File: src/rtl/nlsu_pkg.sv
package nlsu_pkg;

    // Largest odd divisor of the series; the last term used is y^d/d with d not above this.
    localparam int MAX_DIVISOR = 255;

    // Fraction bits of the working format (Q2.30).
    localparam int FRAC_BITS = 30;

    // Divisor counter width: it must hold MAX_DIVISOR + 2 after the last step.
    localparam int D_W = $clog2(MAX_DIVISOR + 3);

    // Step counter of the bit-serial divider.
    localparam int CNT_W = $clog2(FRAC_BITS);
    localparam logic [CNT_W-1:0] CNT_LAST = CNT_W'(FRAC_BITS - 1);

    localparam int OPERAND_W = 32;
    localparam int RESULT_W  = 32;
    localparam int THRESH_W  = 20;
    localparam int DIVISOR_W = OPERAND_W + 1;
    localparam int REM_W     = DIVISOR_W + 1;
    localparam int ACC_W     = FRAC_BITS + 4;

    localparam logic [THRESH_W-1:0]  THRESH_RESET = 20'd1074;
    localparam logic [DIVISOR_W-1:0] ONE_Q16      = 33'h0_0001_0000;
    localparam logic [RESULT_W-1:0]  MOST_NEG     = 32'h8000_0000;
    localparam logic [D_W-1:0]       FIRST_DIV    = D_W'(3);
    localparam logic [D_W-1:0]       LAST_DIV     = D_W'(MAX_DIVISOR);

    typedef enum logic [2:0] {
        S_IDLE,
        S_YDIV,
        S_SQR,
        S_POW,
        S_TDIV,
        S_ACC,
        S_DONE
    } t_state;

endpackage

File: src/rtl/natural_log_series_unit_core.sv
// Natural logarithm unit, series form.
// Input stream: s_axis_tdata carries x as unsigned Q16.16; one transaction is
// one argument. Output stream: m_axis_tdata carries ln(x) as signed Q8.24 and
// m_axis_tuser flags a zero argument, for which the data is the most negative
// value. Configuration: i_cfg_wr_en writes i_cfg_wr_data into the early-stop
// threshold (units of 2^-30) at a clock edge; the user must write it only while
// the unit is idle, as the unit itself does not enforce this.
// The unit computes y = (x-1)/(x+1) with a bit-serial divider, squares it on
// the shared 30x30 multiplier, then for each odd divisor d from 3 up to
// MAX_DIVISOR, until a term falls below the threshold, does a multiply, a
// divide on the same divider and an accumulate. A zero argument skips all of
// this. One argument is in work at a time.
// The finished result sits in an output register; a new argument is accepted
// as soon as the sequencer is idle, even while that result still waits. When
// the receiver stalls, the next result waits in the sequencer until the
// output register is free. Reset (synchronous, active low) empties both
// sides and restores the threshold to 1074 (about 1e-6).
module natural_log_series_unit_core (
    input  logic        i_clk,
    input  logic        i_rst_n,
    // Configuration: early-stop threshold.
    input  logic        i_cfg_wr_en,
    input  logic [19:0] i_cfg_wr_data,
    // Input stream.
    input  logic        s_axis_tvalid,
    output logic        s_axis_tready,
    input  logic [31:0] s_axis_tdata,   // [31:0] operand
    // Output stream.
    output logic        m_axis_tvalid,
    input  logic        m_axis_tready,
    output logic [31:0] m_axis_tdata,   // [31:0] logarithm
    output logic        m_axis_tuser    // [0] domain_error
);

    localparam int F  = nlsu_pkg::FRAC_BITS;
    localparam int DW = nlsu_pkg::DIVISOR_W;
    localparam int RW = nlsu_pkg::REM_W;
    localparam int AW = nlsu_pkg::ACC_W;

    // Sequencer state and loop control.
    nlsu_pkg::t_state r_state, n_state;
    logic [nlsu_pkg::CNT_W-1:0] r_cnt, n_cnt;
    logic [nlsu_pkg::D_W-1:0]   r_d, n_d;
    logic [nlsu_pkg::THRESH_W-1:0] r_thresh;

    // Shared divider: remainder, quotient/dividend shift register, divisor.
    logic [RW-1:0] r_rem, n_rem;
    logic [F-1:0]  r_quo, n_quo;
    logic [DW-1:0] r_div, n_div;

    // Series values.
    logic [F-1:0]  r_sq, n_sq;
    logic [F-1:0]  r_pow, n_pow;
    logic [AW-1:0] r_acc, n_acc;
    logic          r_neg, n_neg;
    logic          r_err, n_err;

    // Output register.
    logic                          r_ovalid, n_ovalid;
    logic [nlsu_pkg::RESULT_W-1:0] r_odata, n_odata;
    logic                          r_ouser, n_ouser;

    // Combinational helpers.
    logic          accept;
    logic          out_free;
    logic [F-1:0]  mul_a, mul_b;
    logic [2*F-1:0] prod;
    logic [F-1:0]  prod_hi;
    logic [RW-1:0] rem_sh;
    logic [RW:0]   rem_sub;
    logic          rem_ge;
    logic [F-1:0]  term;
    logic          term_small;
    logic [nlsu_pkg::D_W-1:0] d_next;
    logic          last_div;
    logic [DW-1:0] x_ext;
    logic [DW-1:0] diff;
    logic [nlsu_pkg::RESULT_W-1:0] mag;

    assign s_axis_tready = (r_state == nlsu_pkg::S_IDLE);
    assign accept   = s_axis_tvalid && s_axis_tready;
    assign out_free = !r_ovalid || m_axis_tready;

    // The one multiplier: y*y once, then power*square for every term.
    always_comb begin
        if (r_state == nlsu_pkg::S_SQR) begin
            mul_a = r_quo;
            mul_b = r_quo;
        end else begin
            mul_a = r_pow;
            mul_b = r_sq;
        end
    end
    assign prod    = mul_a * mul_b;
    assign prod_hi = prod[2*F-1:F];

    // One restoring divide step: shift the next dividend bit into the
    // remainder, subtract the divisor when it fits. The remainder always stays
    // below the divisor, so its top bit is zero before the shift.
    assign rem_sh  = {r_rem[RW-2:0], r_quo[F-1]};
    assign rem_sub = {1'b0, rem_sh} - {2'b00, r_div};
    assign rem_ge  = !rem_sub[RW];

    assign term       = r_quo;
    assign term_small = {{(F - nlsu_pkg::THRESH_W){1'b0}}, r_thresh} > term;
    assign d_next     = r_d + nlsu_pkg::D_W'(2);
    assign last_div   = d_next > nlsu_pkg::LAST_DIV;

    assign x_ext = {1'b0, s_axis_tdata};
    assign diff  = (x_ext < nlsu_pkg::ONE_Q16) ? (nlsu_pkg::ONE_Q16 - x_ext)
                                                : (x_ext - nlsu_pkg::ONE_Q16);

    // ln x = 2*acc in Q2.30, shifted to Q8.24. The sum stays below 2^32, so
    // the magnitude never reaches the signed limit.
    assign mag = {3'b000, r_acc[AW-1:5]};

    // Next state.
    always_comb begin
        n_state = r_state;
        unique case (r_state)
            nlsu_pkg::S_IDLE: begin
                if (accept) begin
                    n_state = (s_axis_tdata == '0) ? nlsu_pkg::S_DONE : nlsu_pkg::S_YDIV;
                end
            end
            nlsu_pkg::S_YDIV: begin
                if (r_cnt == nlsu_pkg::CNT_LAST) begin
                    n_state = nlsu_pkg::S_SQR;
                end
            end
            nlsu_pkg::S_SQR: begin
                n_state = (nlsu_pkg::FIRST_DIV > nlsu_pkg::LAST_DIV) ? nlsu_pkg::S_DONE
                                                                     : nlsu_pkg::S_POW;
            end
            nlsu_pkg::S_POW: begin
                n_state = nlsu_pkg::S_TDIV;
            end
            nlsu_pkg::S_TDIV: begin
                if (r_cnt == nlsu_pkg::CNT_LAST) begin
                    n_state = nlsu_pkg::S_ACC;
                end
            end
            nlsu_pkg::S_ACC: begin
                n_state = (term_small || last_div) ? nlsu_pkg::S_DONE : nlsu_pkg::S_POW;
            end
            nlsu_pkg::S_DONE: begin
                if (out_free) begin
                    n_state = nlsu_pkg::S_IDLE;
                end
            end
            default: begin
                n_state = nlsu_pkg::S_IDLE;
            end
        endcase
    end

    // Datapath and outputs of the sequencer.
    always_comb begin
        n_cnt   = r_cnt;
        n_d     = r_d;
        n_rem   = r_rem;
        n_quo   = r_quo;
        n_div   = r_div;
        n_sq    = r_sq;
        n_pow   = r_pow;
        n_acc   = r_acc;
        n_neg   = r_neg;
        n_err   = r_err;
        n_ovalid = r_ovalid && !m_axis_tready;
        n_odata = r_odata;
        n_ouser = r_ouser;
        unique case (r_state)
            nlsu_pkg::S_IDLE: begin
                if (accept) begin
                    // Set up |x-1| << 30 / (x+1) with the shifted-in zeros.
                    n_err = (s_axis_tdata == '0);
                    n_neg = (x_ext < nlsu_pkg::ONE_Q16);
                    n_rem = {1'b0, diff};
                    n_quo = '0;
                    n_div = x_ext + nlsu_pkg::ONE_Q16;
                    n_cnt = '0;
                    n_d   = nlsu_pkg::FIRST_DIV;
                end
            end
            nlsu_pkg::S_YDIV, nlsu_pkg::S_TDIV: begin
                n_rem = rem_ge ? rem_sub[RW-1:0] : rem_sh;
                n_quo = {r_quo[F-2:0], rem_ge};
                n_cnt = r_cnt + nlsu_pkg::CNT_W'(1);
            end
            nlsu_pkg::S_SQR: begin
                // r_quo holds |y| here.
                n_sq  = prod_hi;
                n_pow = r_quo;
                n_acc = {{(AW - F){1'b0}}, r_quo};
            end
            nlsu_pkg::S_POW: begin
                // Next odd power, and load it straight into the divider.
                n_pow = prod_hi;
                n_quo = prod_hi;
                n_rem = '0;
                n_div = {{(DW - nlsu_pkg::D_W){1'b0}}, r_d};
                n_cnt = '0;
            end
            nlsu_pkg::S_ACC: begin
                if (!term_small) begin
                    n_acc = r_acc + {{(AW - F){1'b0}}, term};
                    n_d   = d_next;
                end
            end
            nlsu_pkg::S_DONE: begin
                if (out_free) begin
                    n_ovalid = 1'b1;
                    n_ouser  = r_err;
                    if (r_err) begin
                        n_odata = nlsu_pkg::MOST_NEG;
                    end else begin
                        n_odata = r_neg ? (nlsu_pkg::RESULT_W'(0) - mag) : mag;
                    end
                end
            end
            default: begin
            end
        endcase
    end

    always_ff @(posedge i_clk) begin
        if (!i_rst_n) begin
            r_state  <= nlsu_pkg::S_IDLE;
            r_ovalid <= 1'b0;
            r_thresh <= nlsu_pkg::THRESH_RESET;
            r_d      <= nlsu_pkg::FIRST_DIV;
            r_cnt    <= '0;
        end else begin
            r_state  <= n_state;
            r_ovalid <= n_ovalid;
            r_d      <= n_d;
            r_cnt    <= n_cnt;
            if (i_cfg_wr_en) begin
                r_thresh <= i_cfg_wr_data;
            end
        end
    end

    always_ff @(posedge i_clk) begin
        r_rem   <= n_rem;
        r_quo   <= n_quo;
        r_div   <= n_div;
        r_sq    <= n_sq;
        r_pow   <= n_pow;
        r_acc   <= n_acc;
        r_neg   <= n_neg;
        r_err   <= n_err;
        r_odata <= n_odata;
        r_ouser <= n_ouser;
    end

    assign m_axis_tvalid = r_ovalid;
    assign m_axis_tdata  = r_odata;
    assign m_axis_tuser  = r_ouser;

`ifndef SYNTHESIS
    // The divider remainder stays below the divisor throughout a division.
    a_rem_below_div: assert property (@(posedge i_clk) disable iff (!i_rst_n)
        (r_state == nlsu_pkg::S_YDIV || r_state == nlsu_pkg::S_TDIV)
            |-> (r_rem < {1'b0, r_div}))
        else $error("divider remainder not below divisor");

    // The series divisor is always odd.
    a_div_odd: assert property (@(posedge i_clk) disable iff (!i_rst_n)
        r_d[0])
        else $error("series divisor became even");

    // A finished result waits while the output register is still taken.
    a_done_holds: assert property (@(posedge i_clk) disable iff (!i_rst_n)
        (r_state == nlsu_pkg::S_DONE && m_axis_tvalid && !m_axis_tready)
            |=> (r_state == nlsu_pkg::S_DONE))
        else $error("result left the sequencer while output was stalled");

    // A flagged result carries the most negative value.
    a_err_value: assert property (@(posedge i_clk) disable iff (!i_rst_n)
        (m_axis_tvalid && m_axis_tuser) |-> (m_axis_tdata == nlsu_pkg::MOST_NEG))
        else $error("domain error without the most negative value");

    // An argument is taken only with the sequencer idle, and work starts next cycle.
    a_accept_starts: assert property (@(posedge i_clk) disable iff (!i_rst_n)
        (s_axis_tvalid && s_axis_tready)
            |=> (r_state == nlsu_pkg::S_YDIV || r_state == nlsu_pkg::S_DONE))
        else $error("accepted argument did not start work");
`endif

endmodule
File: config.mk
export PLATFORM = sky130hd
export DESIGN_NAME = natural_log_series_unit_core
export DESIGN_NICKNAME = d
export VERILOG_FILES = /design/src/rtl/nlsu_pkg.sv /design/src/rtl/natural_log_series_unit_core.sv
export SDC_FILE = /design/constraint.sdc
export NUM_CORES = 2
export LEC_CHECK = 0
export BUFFER_PORTS_ARGS = -buffer_cell sky130_fd_sc_hd__buf_2
export CORE_MARGIN = 5
export CORE_UTILIZATION = 30
export DETAILED_ROUTE_END_ITERATION = 8
export PLACE_DENSITY = 0.43
export SLEW_MARGIN = 20
export SYNTH_ARGS = -nofsm -noshare
export SYNTH_HDL_FRONTEND = slang
export SYNTH_SLANG_ARGS = --single-unit
File: constraint.sdc
create_clock -name i_clk -period 24.4 [get_ports i_clk]
set_input_delay 1.22 -clock i_clk [delete_from_list [all_inputs] [get_ports i_clk]]
set_output_delay 1.22 -clock i_clk [all_outputs]
set_load 0.02 [all_outputs]
Word-level counts from Yosys, hierarchy flattened
Index checks and enable logic that the tools add are counted.

storage, ports and cells
  bits in registers = 263
  latch bits = 0
  RAM bits = 0
  bits in read-only memories = 0
  input port bits = 57
  output and inout port bits = 35
  logic and storage cells = 92
  memories = 0

cells by class
  $add $sub $neg = 8
  multiply operators = 1
  div/mod/pow operators = 0
  $lt $le $gt $ge = 3
  equal/unequal tests = 12
  shift operators = 0
  mux-type cells = 28
  bitwise gates (word level) = 1
  reductions and logical operators = 23

operators by type and width
  kind                      number
  $mux W33                  4
  $pmux W33 S3              1
  $mux W30                  3
  $pmux W30 S3              1
  $pmux W34 S2              1
  $pmux W33 S2              1
  $mul A30 B30 Y60          1
  $pmux W30 S2              1
  $sub A34 B33 Y35          1
  $add A34 B30 Y34          1
  $mux W34                  1
  $add A32 B17 Y33 const B  1
  $sub A17 B32 Y33 const A  1
  $sub A32 B17 Y33 const B  1
  $logic_not A32 Y1         1
  $lt A32 B17 Y1 const B    1
  $mux W32                  1
  $gt A20 B30 Y1            1
  $sub A1 B29 Y30 const A   1
  $pmux W3 S7               1
  $mux W3                   6
  $mux W9                   2
  $pmux W9 S2               1
  $pmux W5 S3               1
  other kinds (22)          41

Longest topological paths before layout
  depth in word-level cells = 5
  gate-level depth with buffers = 37
  depth with buffers taken out = 32

Least setup slack after synthesis
No wires, ideal clock.

  path type = reg-to-reg
  start = reg r_state[0]
  end = reg r_pow[23], data pin
  library setup time = 260 ps
  data arrival time = 8940 ps
  required time = 24140 ps
  path slack = 15200 ps
  cell stages (with the launch flop) = 33
  path buffers = 4
  clock period less this slack = 9200 ps
  cells stage by stage = dfxtp_1 -> buf_6 -> nor2_4 -> nand2_2 -> inv_2 -> clkbuf_1 -> clkbuf_1 -> nand2_1 -> nand2_1 -> clkbuf_1 -> nand2_1 -> fa_1 -> fa_1 -> fa_1 -> fa_1 -> inv_1 -> fa_1 -> fa_1 -> fa_1 -> inv_1 -> fa_1 -> inv_1 -> ha_1 -> a21oi_1 -> o21ai_0 -> o21ba_2 -> a21boi_0 -> a31oi_2 -> o21ai_2 -> o41a_1 -> a31oi_1 -> xnor2_1 -> mux2_2

between the ends
  word-level cells in the longest chain between the ends = 4
  elaborated cells on any way between the ends = 6
  those cells by class = mul: 1; eq/ne: 2; mux: 3

ends and longest elaborated chain
  item                    RTL line                             RTL
  start, declared         natural_log_series_unit_core.sv:41   nlsu_pkg::t_state r_state, n_state;
  start signal, assigned  natural_log_series_unit_core.sv:228  r_state <= nlsu_pkg::S_IDLE;
  start signal, assigned  natural_log_series_unit_core.sv:234  r_state <= n_state;
  $eq A3 B2 Y1 (*)        natural_log_series_unit_core.sv:86   if (r_state == nlsu_pkg::S_SQR) begin
  $mux W30                natural_log_series_unit_core.sv:86
  $mul A30 B30 Y60 (*)    natural_log_series_unit_core.sv:94   assign prod = mul_a * mul_b;
  net prod[53]            natural_log_series_unit_core.sv:67   logic [2*F-1:0] prod;
  $pmux W30 S2 (*)        natural_log_series_unit_core.sv:172  unique case (r_state)
  net n_pow[23]           natural_log_series_unit_core.sv:53   logic [F-1:0] r_pow, n_pow;
  end signal, assigned    natural_log_series_unit_core.sv:249  r_pow <= n_pow;
  end, declared           natural_log_series_unit_core.sv:53

Mark *: on every way through the listed nets, which the timed path passes. The rest lies on a longest branch.
A chain may end at the register's enable or synchronous reset.

Worst setup path in the final report
  start = reg r_state[1]
  end = reg r_quo[29], data pin

between the ends
  word-level cells in the longest chain between the ends = 4
  elaborated cells on any way between the ends = 10
  those cells by class = mul: 1; eq/ne: 4; mux: 3; reduce/logical: 2

ends and longest elaborated chain
  item                  RTL line                             RTL
  $eq A3 B2 Y1          natural_log_series_unit_core.sv:86
  $mux W30              natural_log_series_unit_core.sv:86
  $mul A30 B30 Y60      natural_log_series_unit_core.sv:94
  $pmux W30 S3 (*)      natural_log_series_unit_core.sv:172
  net n_quo[29]         natural_log_series_unit_core.sv:48   logic [F-1:0] r_quo, n_quo;
  end signal, assigned  natural_log_series_unit_core.sv:246  r_quo <= n_quo;
  end, declared         natural_log_series_unit_core.sv:48

Marks and branches as above.

==> impl_metrics.env <==
export IMPL_status="finished, final reports clean"
export IMPL_clkTransAtPathRegs_ns=0.07
export IMPL_yosysWarnings=0
export IMPL_p_per_area_mw_per_mm2=25.7
export IMPL_yosys_area_top_type="fa_1"
export IMPL_wl_mm=156
export IMPL_portBuffers=91
export IMPL_h_tree_depth=1
export IMPL_multi_input_area_mm2=0.0327
export IMPL_core_mm2=0.146
export IMPL_p_seq_frac=0.432
export IMPL_syn_area_mm2=0.0441
export IMPL_crit_path_end_kind="register"
export IMPL_drt_pass1_iter_count=6
export IMPL_cts_max_path_buffers=3
export IMPL_die_area_mm2=0.155
export IMPL_clock_power_share=0.377
export IMPL_leakage_nw=22.7
export IMPL_synth_top_cell_area_share=0.355
export IMPL_final_area_mm2=0.0481
export IMPL_drv_slew=0
export IMPL_cts_setup_buffers=0
export IMPL_die_width_um=393
export IMPL_postSynthCellCount=4943
export IMPL_drc=0
export IMPL_stdcell_count=6895
export IMPL_routabilityCongestion=0.865
export IMPL_cts_sinks=262
export IMPL_p_int_mw=0.872
export IMPL_crit_end="r_quo[29]"
export IMPL_rows=140
export IMPL_yosys_top_cells_count="881 x inv_1, 781 x fa_1, 689 x nand2_1, 689 x nor2_1, 338 x ha_1"
export IMPL_grt_usage=0.203
export IMPL_utilization=0.329
export IMPL_post_dp_cell_area_mm2=0.0471
export IMPL_start_kind="register"
export IMPL_pwr_share_comb=0.191
export IMPL_n_fill_cell=15305
export IMPL_r2r_start="r_state[1]"
export IMPL_timing_hold_ws_ns=0.511
export IMPL_first_global_vias=35909
export IMPL_seq_area_frac_synth=0.170
export IMPL_worst_pin_slew_ns=1.10
export IMPL_synth_seq_cells=262
export IMPL_synth_edf_count=224
export IMPL_grt_start_max_net_pins=76
export IMPL_fmaxAchievable_mhz=87.9
export IMPL_cp_required_ns=24.73
export IMPL_hold_path_class="reg -> reg"
export IMPL_path_class="reg -> reg"
export IMPL_cts_tree="yes"
export IMPL_dp_slack_ns=13.14
export IMPL_r2r_cells=26
export IMPL_synthTopCellsByArea="fa_1 35%, edfxtp_1 15%, ha_1 9.6%"
export IMPL_drive_above_1_share=0.0639
export IMPL_io_pins=92
export IMPL_vias=34243
export IMPL_clock_latency_ns=0.59
export IMPL_hold_viol=0
export IMPL_async_flop_share=0
export IMPL_cts_resized=0
export IMPL_cp_max_fo=67
export IMPL_synthDistinctLibCells=88
export IMPL_finalCritPeriodShare=0.466
export IMPL_setup_viol=0
export IMPL_switching_share=0.293
export IMPL_detailedRoute_firstIterationViolations=2100
export IMPL_holdBufCountCts=0
export IMPL_period_needed_ns=11.38
export IMPL_root_buffer="clkbuf_16"
export IMPL_maxCapViolations=0
export IMPL_ys_flop_type="edfxtp_1"
export IMPL_relSlewSlack=0.264
export IMPL_antenna_left=0
export IMPL_p_total_mw=1.23
export IMPL_area_delta_synth_final_pct=9.06
export IMPL_cts_buffers_inserted=31
export IMPL_layout_setup_ws_ns=13.02
export IMPL_tns_ns=0
export IMPL_synth_area_per_cell_um2=8.92
export IMPL_synth_most_common_cell="inv_1"
export IMPL_critPathLaunch="r_state[1]"
export IMPL_syn_num_nets=6119
export IMPL_vdd_ir_drop_max_mv=0.0478
export IMPL_r2r_slack_ns=13.02
export IMPL_nNetsFinal=6128
export IMPL_crit_arrival_ns=11.70
export IMPL_dp_cells=6835
export IMPL_regArea_mm2=0.00749
export IMPL_fp_dieH_um=393
export IMPL_grt_overflow=0
export IMPL_dp_hpwl_mm=120
export IMPL_r2r_end="r_quo[29]"
export IMPL_antenna_found_initial=5
export IMPL_wl_per_cell_um=22.6
export IMPL_p_switching_mw=0.362
export IMPL_rsz0062_at_grt="no"
export IMPL_grt_pass1_wl_mm=234
export IMPL_start_util=0.302
export IMPL_skew_ns=0.0195
export IMPL_viasPerCell=4.97
==> layout make-up <==
cell class / instances / share of cell area
Tap cell: 1917 / 0.0499
Antenna cell: 1 / 0.0000521
Timing Repair Buffer: 182 / 0.0238
Clock inverter: 24 / 0.00406
Inverter: 882 / 0.0689
Multi-Input combinational cell: 3593 / 0.681
Clock buffer: 34 / 0.0164
Sequential cell: 262 / 0.156
==> cell usage in the layout (no fill, tap or decap), types with 16 or more instances in the layout <==
| master | synthesis | layout |
|---|---|---|
| edfxtp_1 | 224 | 224 |
| nand2b_1 | 29 | 29 |
| dfxtp_1 | 38 | 38 |
| a21oi_2 | 2 | 38 |
| a211oi_1 | 17 | 17 |
| nor2_1 | 689 | 688 |
| o21ai_0 | 159 | 158 |
| buf_4 | 2 | 90 |
| or3_1 | 18 | 18 |
| mux2i_1 | 32 | 32 |
| clkbuf_16 | 0 | 31 |
| xor2_1 | 80 | 80 |
| o31ai_1 | 27 | 27 |
| a31oi_1 | 16 | 16 |
| nand3_1 | 34 | 34 |
| o21a_1 | 21 | 21 |
| fa_1 | 781 | 781 |
| nand4_1 | 31 | 31 |
| a21o_1 | 62 | 61 |
| a21oi_1 | 199 | 154 |
| ha_1 | 338 | 338 |
| and2_1 | 24 | 23 |
| o22ai_1 | 29 | 29 |
| nor3_1 | 31 | 31 |
| xnor2_1 | 72 | 72 |
| inv_1 | 881 | 881 |
| buf_2 | 7 | 91 |
| o21bai_1 | 20 | 20 |
| nand2_1 | 689 | 689 |
| nor2b_1 | 32 | 31 |
==> critical path: stages (launching register included) <==
cell and delay [ns]:
dfxtp_1 0.79, nand2_8 0.48, inv_2 0.42, buf_4 0.61, nand2_1 0.17, nand2_1 0.79, nand2_1 0.19, fa_1 0.56
fa_1 0.55, inv_1 0.05, fa_1 0.48, fa_1 0.64, fa_1 0.46, fa_1 0.46, fa_1 0.51, fa_1 0.42
ha_1 0.43, nand4_1 0.17, nor4_1 0.74, nand2_1 0.11, o311ai_1 0.40, o21ai_1 0.25, a21oi_2 0.40, o211ai_1 0.28
a211oi_1 0.34, xnor2_1 0.20, o21ai_0 0.13
==> cell families (layout without fill, tap and decap cells) <==
family,after synthesis,in the layout,share of synthesized area
other,0,1,0
AO/OA/AOI/OAI,635,635,0.0898
multiplexers,45,45,0.0106
flip-flops,262,262,0.170
adder cells (fa/ha/maj),1119,1119,0.451
AND/OR/NAND/NOR,1642,1642,0.155
XOR/XNOR,152,152,0.0302
buffers and inverters,1088,1122,0.0934
==> routing by layer <==
metal	track usage	vias to the layer above	share of wire	wire, um
met5	0	-	0.000070	11
met4	0.0559	2	0.034	5380
met1	0.266	17596	0.43	66600
li1	-	15541	-	-
met3	0.0175	219	0.043	6650
met2	0.359	885	0.50	77400
==> sequential cells by signal (all words and copies together), names as in the netlist <==
name / count
r_acc: 34
r_div: 33
r_rem: 33
m_axis_tdata: 31
r_pow: 30
r_quo: 30
r_sq: 30
r_thresh: 20
r_d: 9
r_cnt: 5
r_state: 3
m_axis_tuser: 1
m_axis_tvalid: 1
r_err: 1
r_neg: 1
==> power by group through the flow <==
stage               sequential, mW  combinational, mW  clock (mW)
floorplan                    0.532              0.181           0
global placement             0.543              0.236           0
detailed placement           0.543              0.236           0
CTS                          0.534              0.237       0.477
global route                 0.535              0.268       0.496
finish                       0.533              0.236       0.465
==> how the worst min path moves through the flow <==
stage	start	cells after the start	slack (ns)	to
2_1_floorplan	r_d[0]	1	0.44	r_d[0]
3_3_place_gp	r_cnt[4]	2	0.49	r_cnt[4]
5_1_grt	r_d[8]	2	0.55	r_d[8]
6_report	r_thresh[1]	2	0.51	r_thresh[1]
3_5_place_dp	r_thresh[1]	2	0.51	r_thresh[1]
4_1_cts	r_thresh[1]	2	0.53	r_thresh[1]
Power figures use the tool's default switching activity.
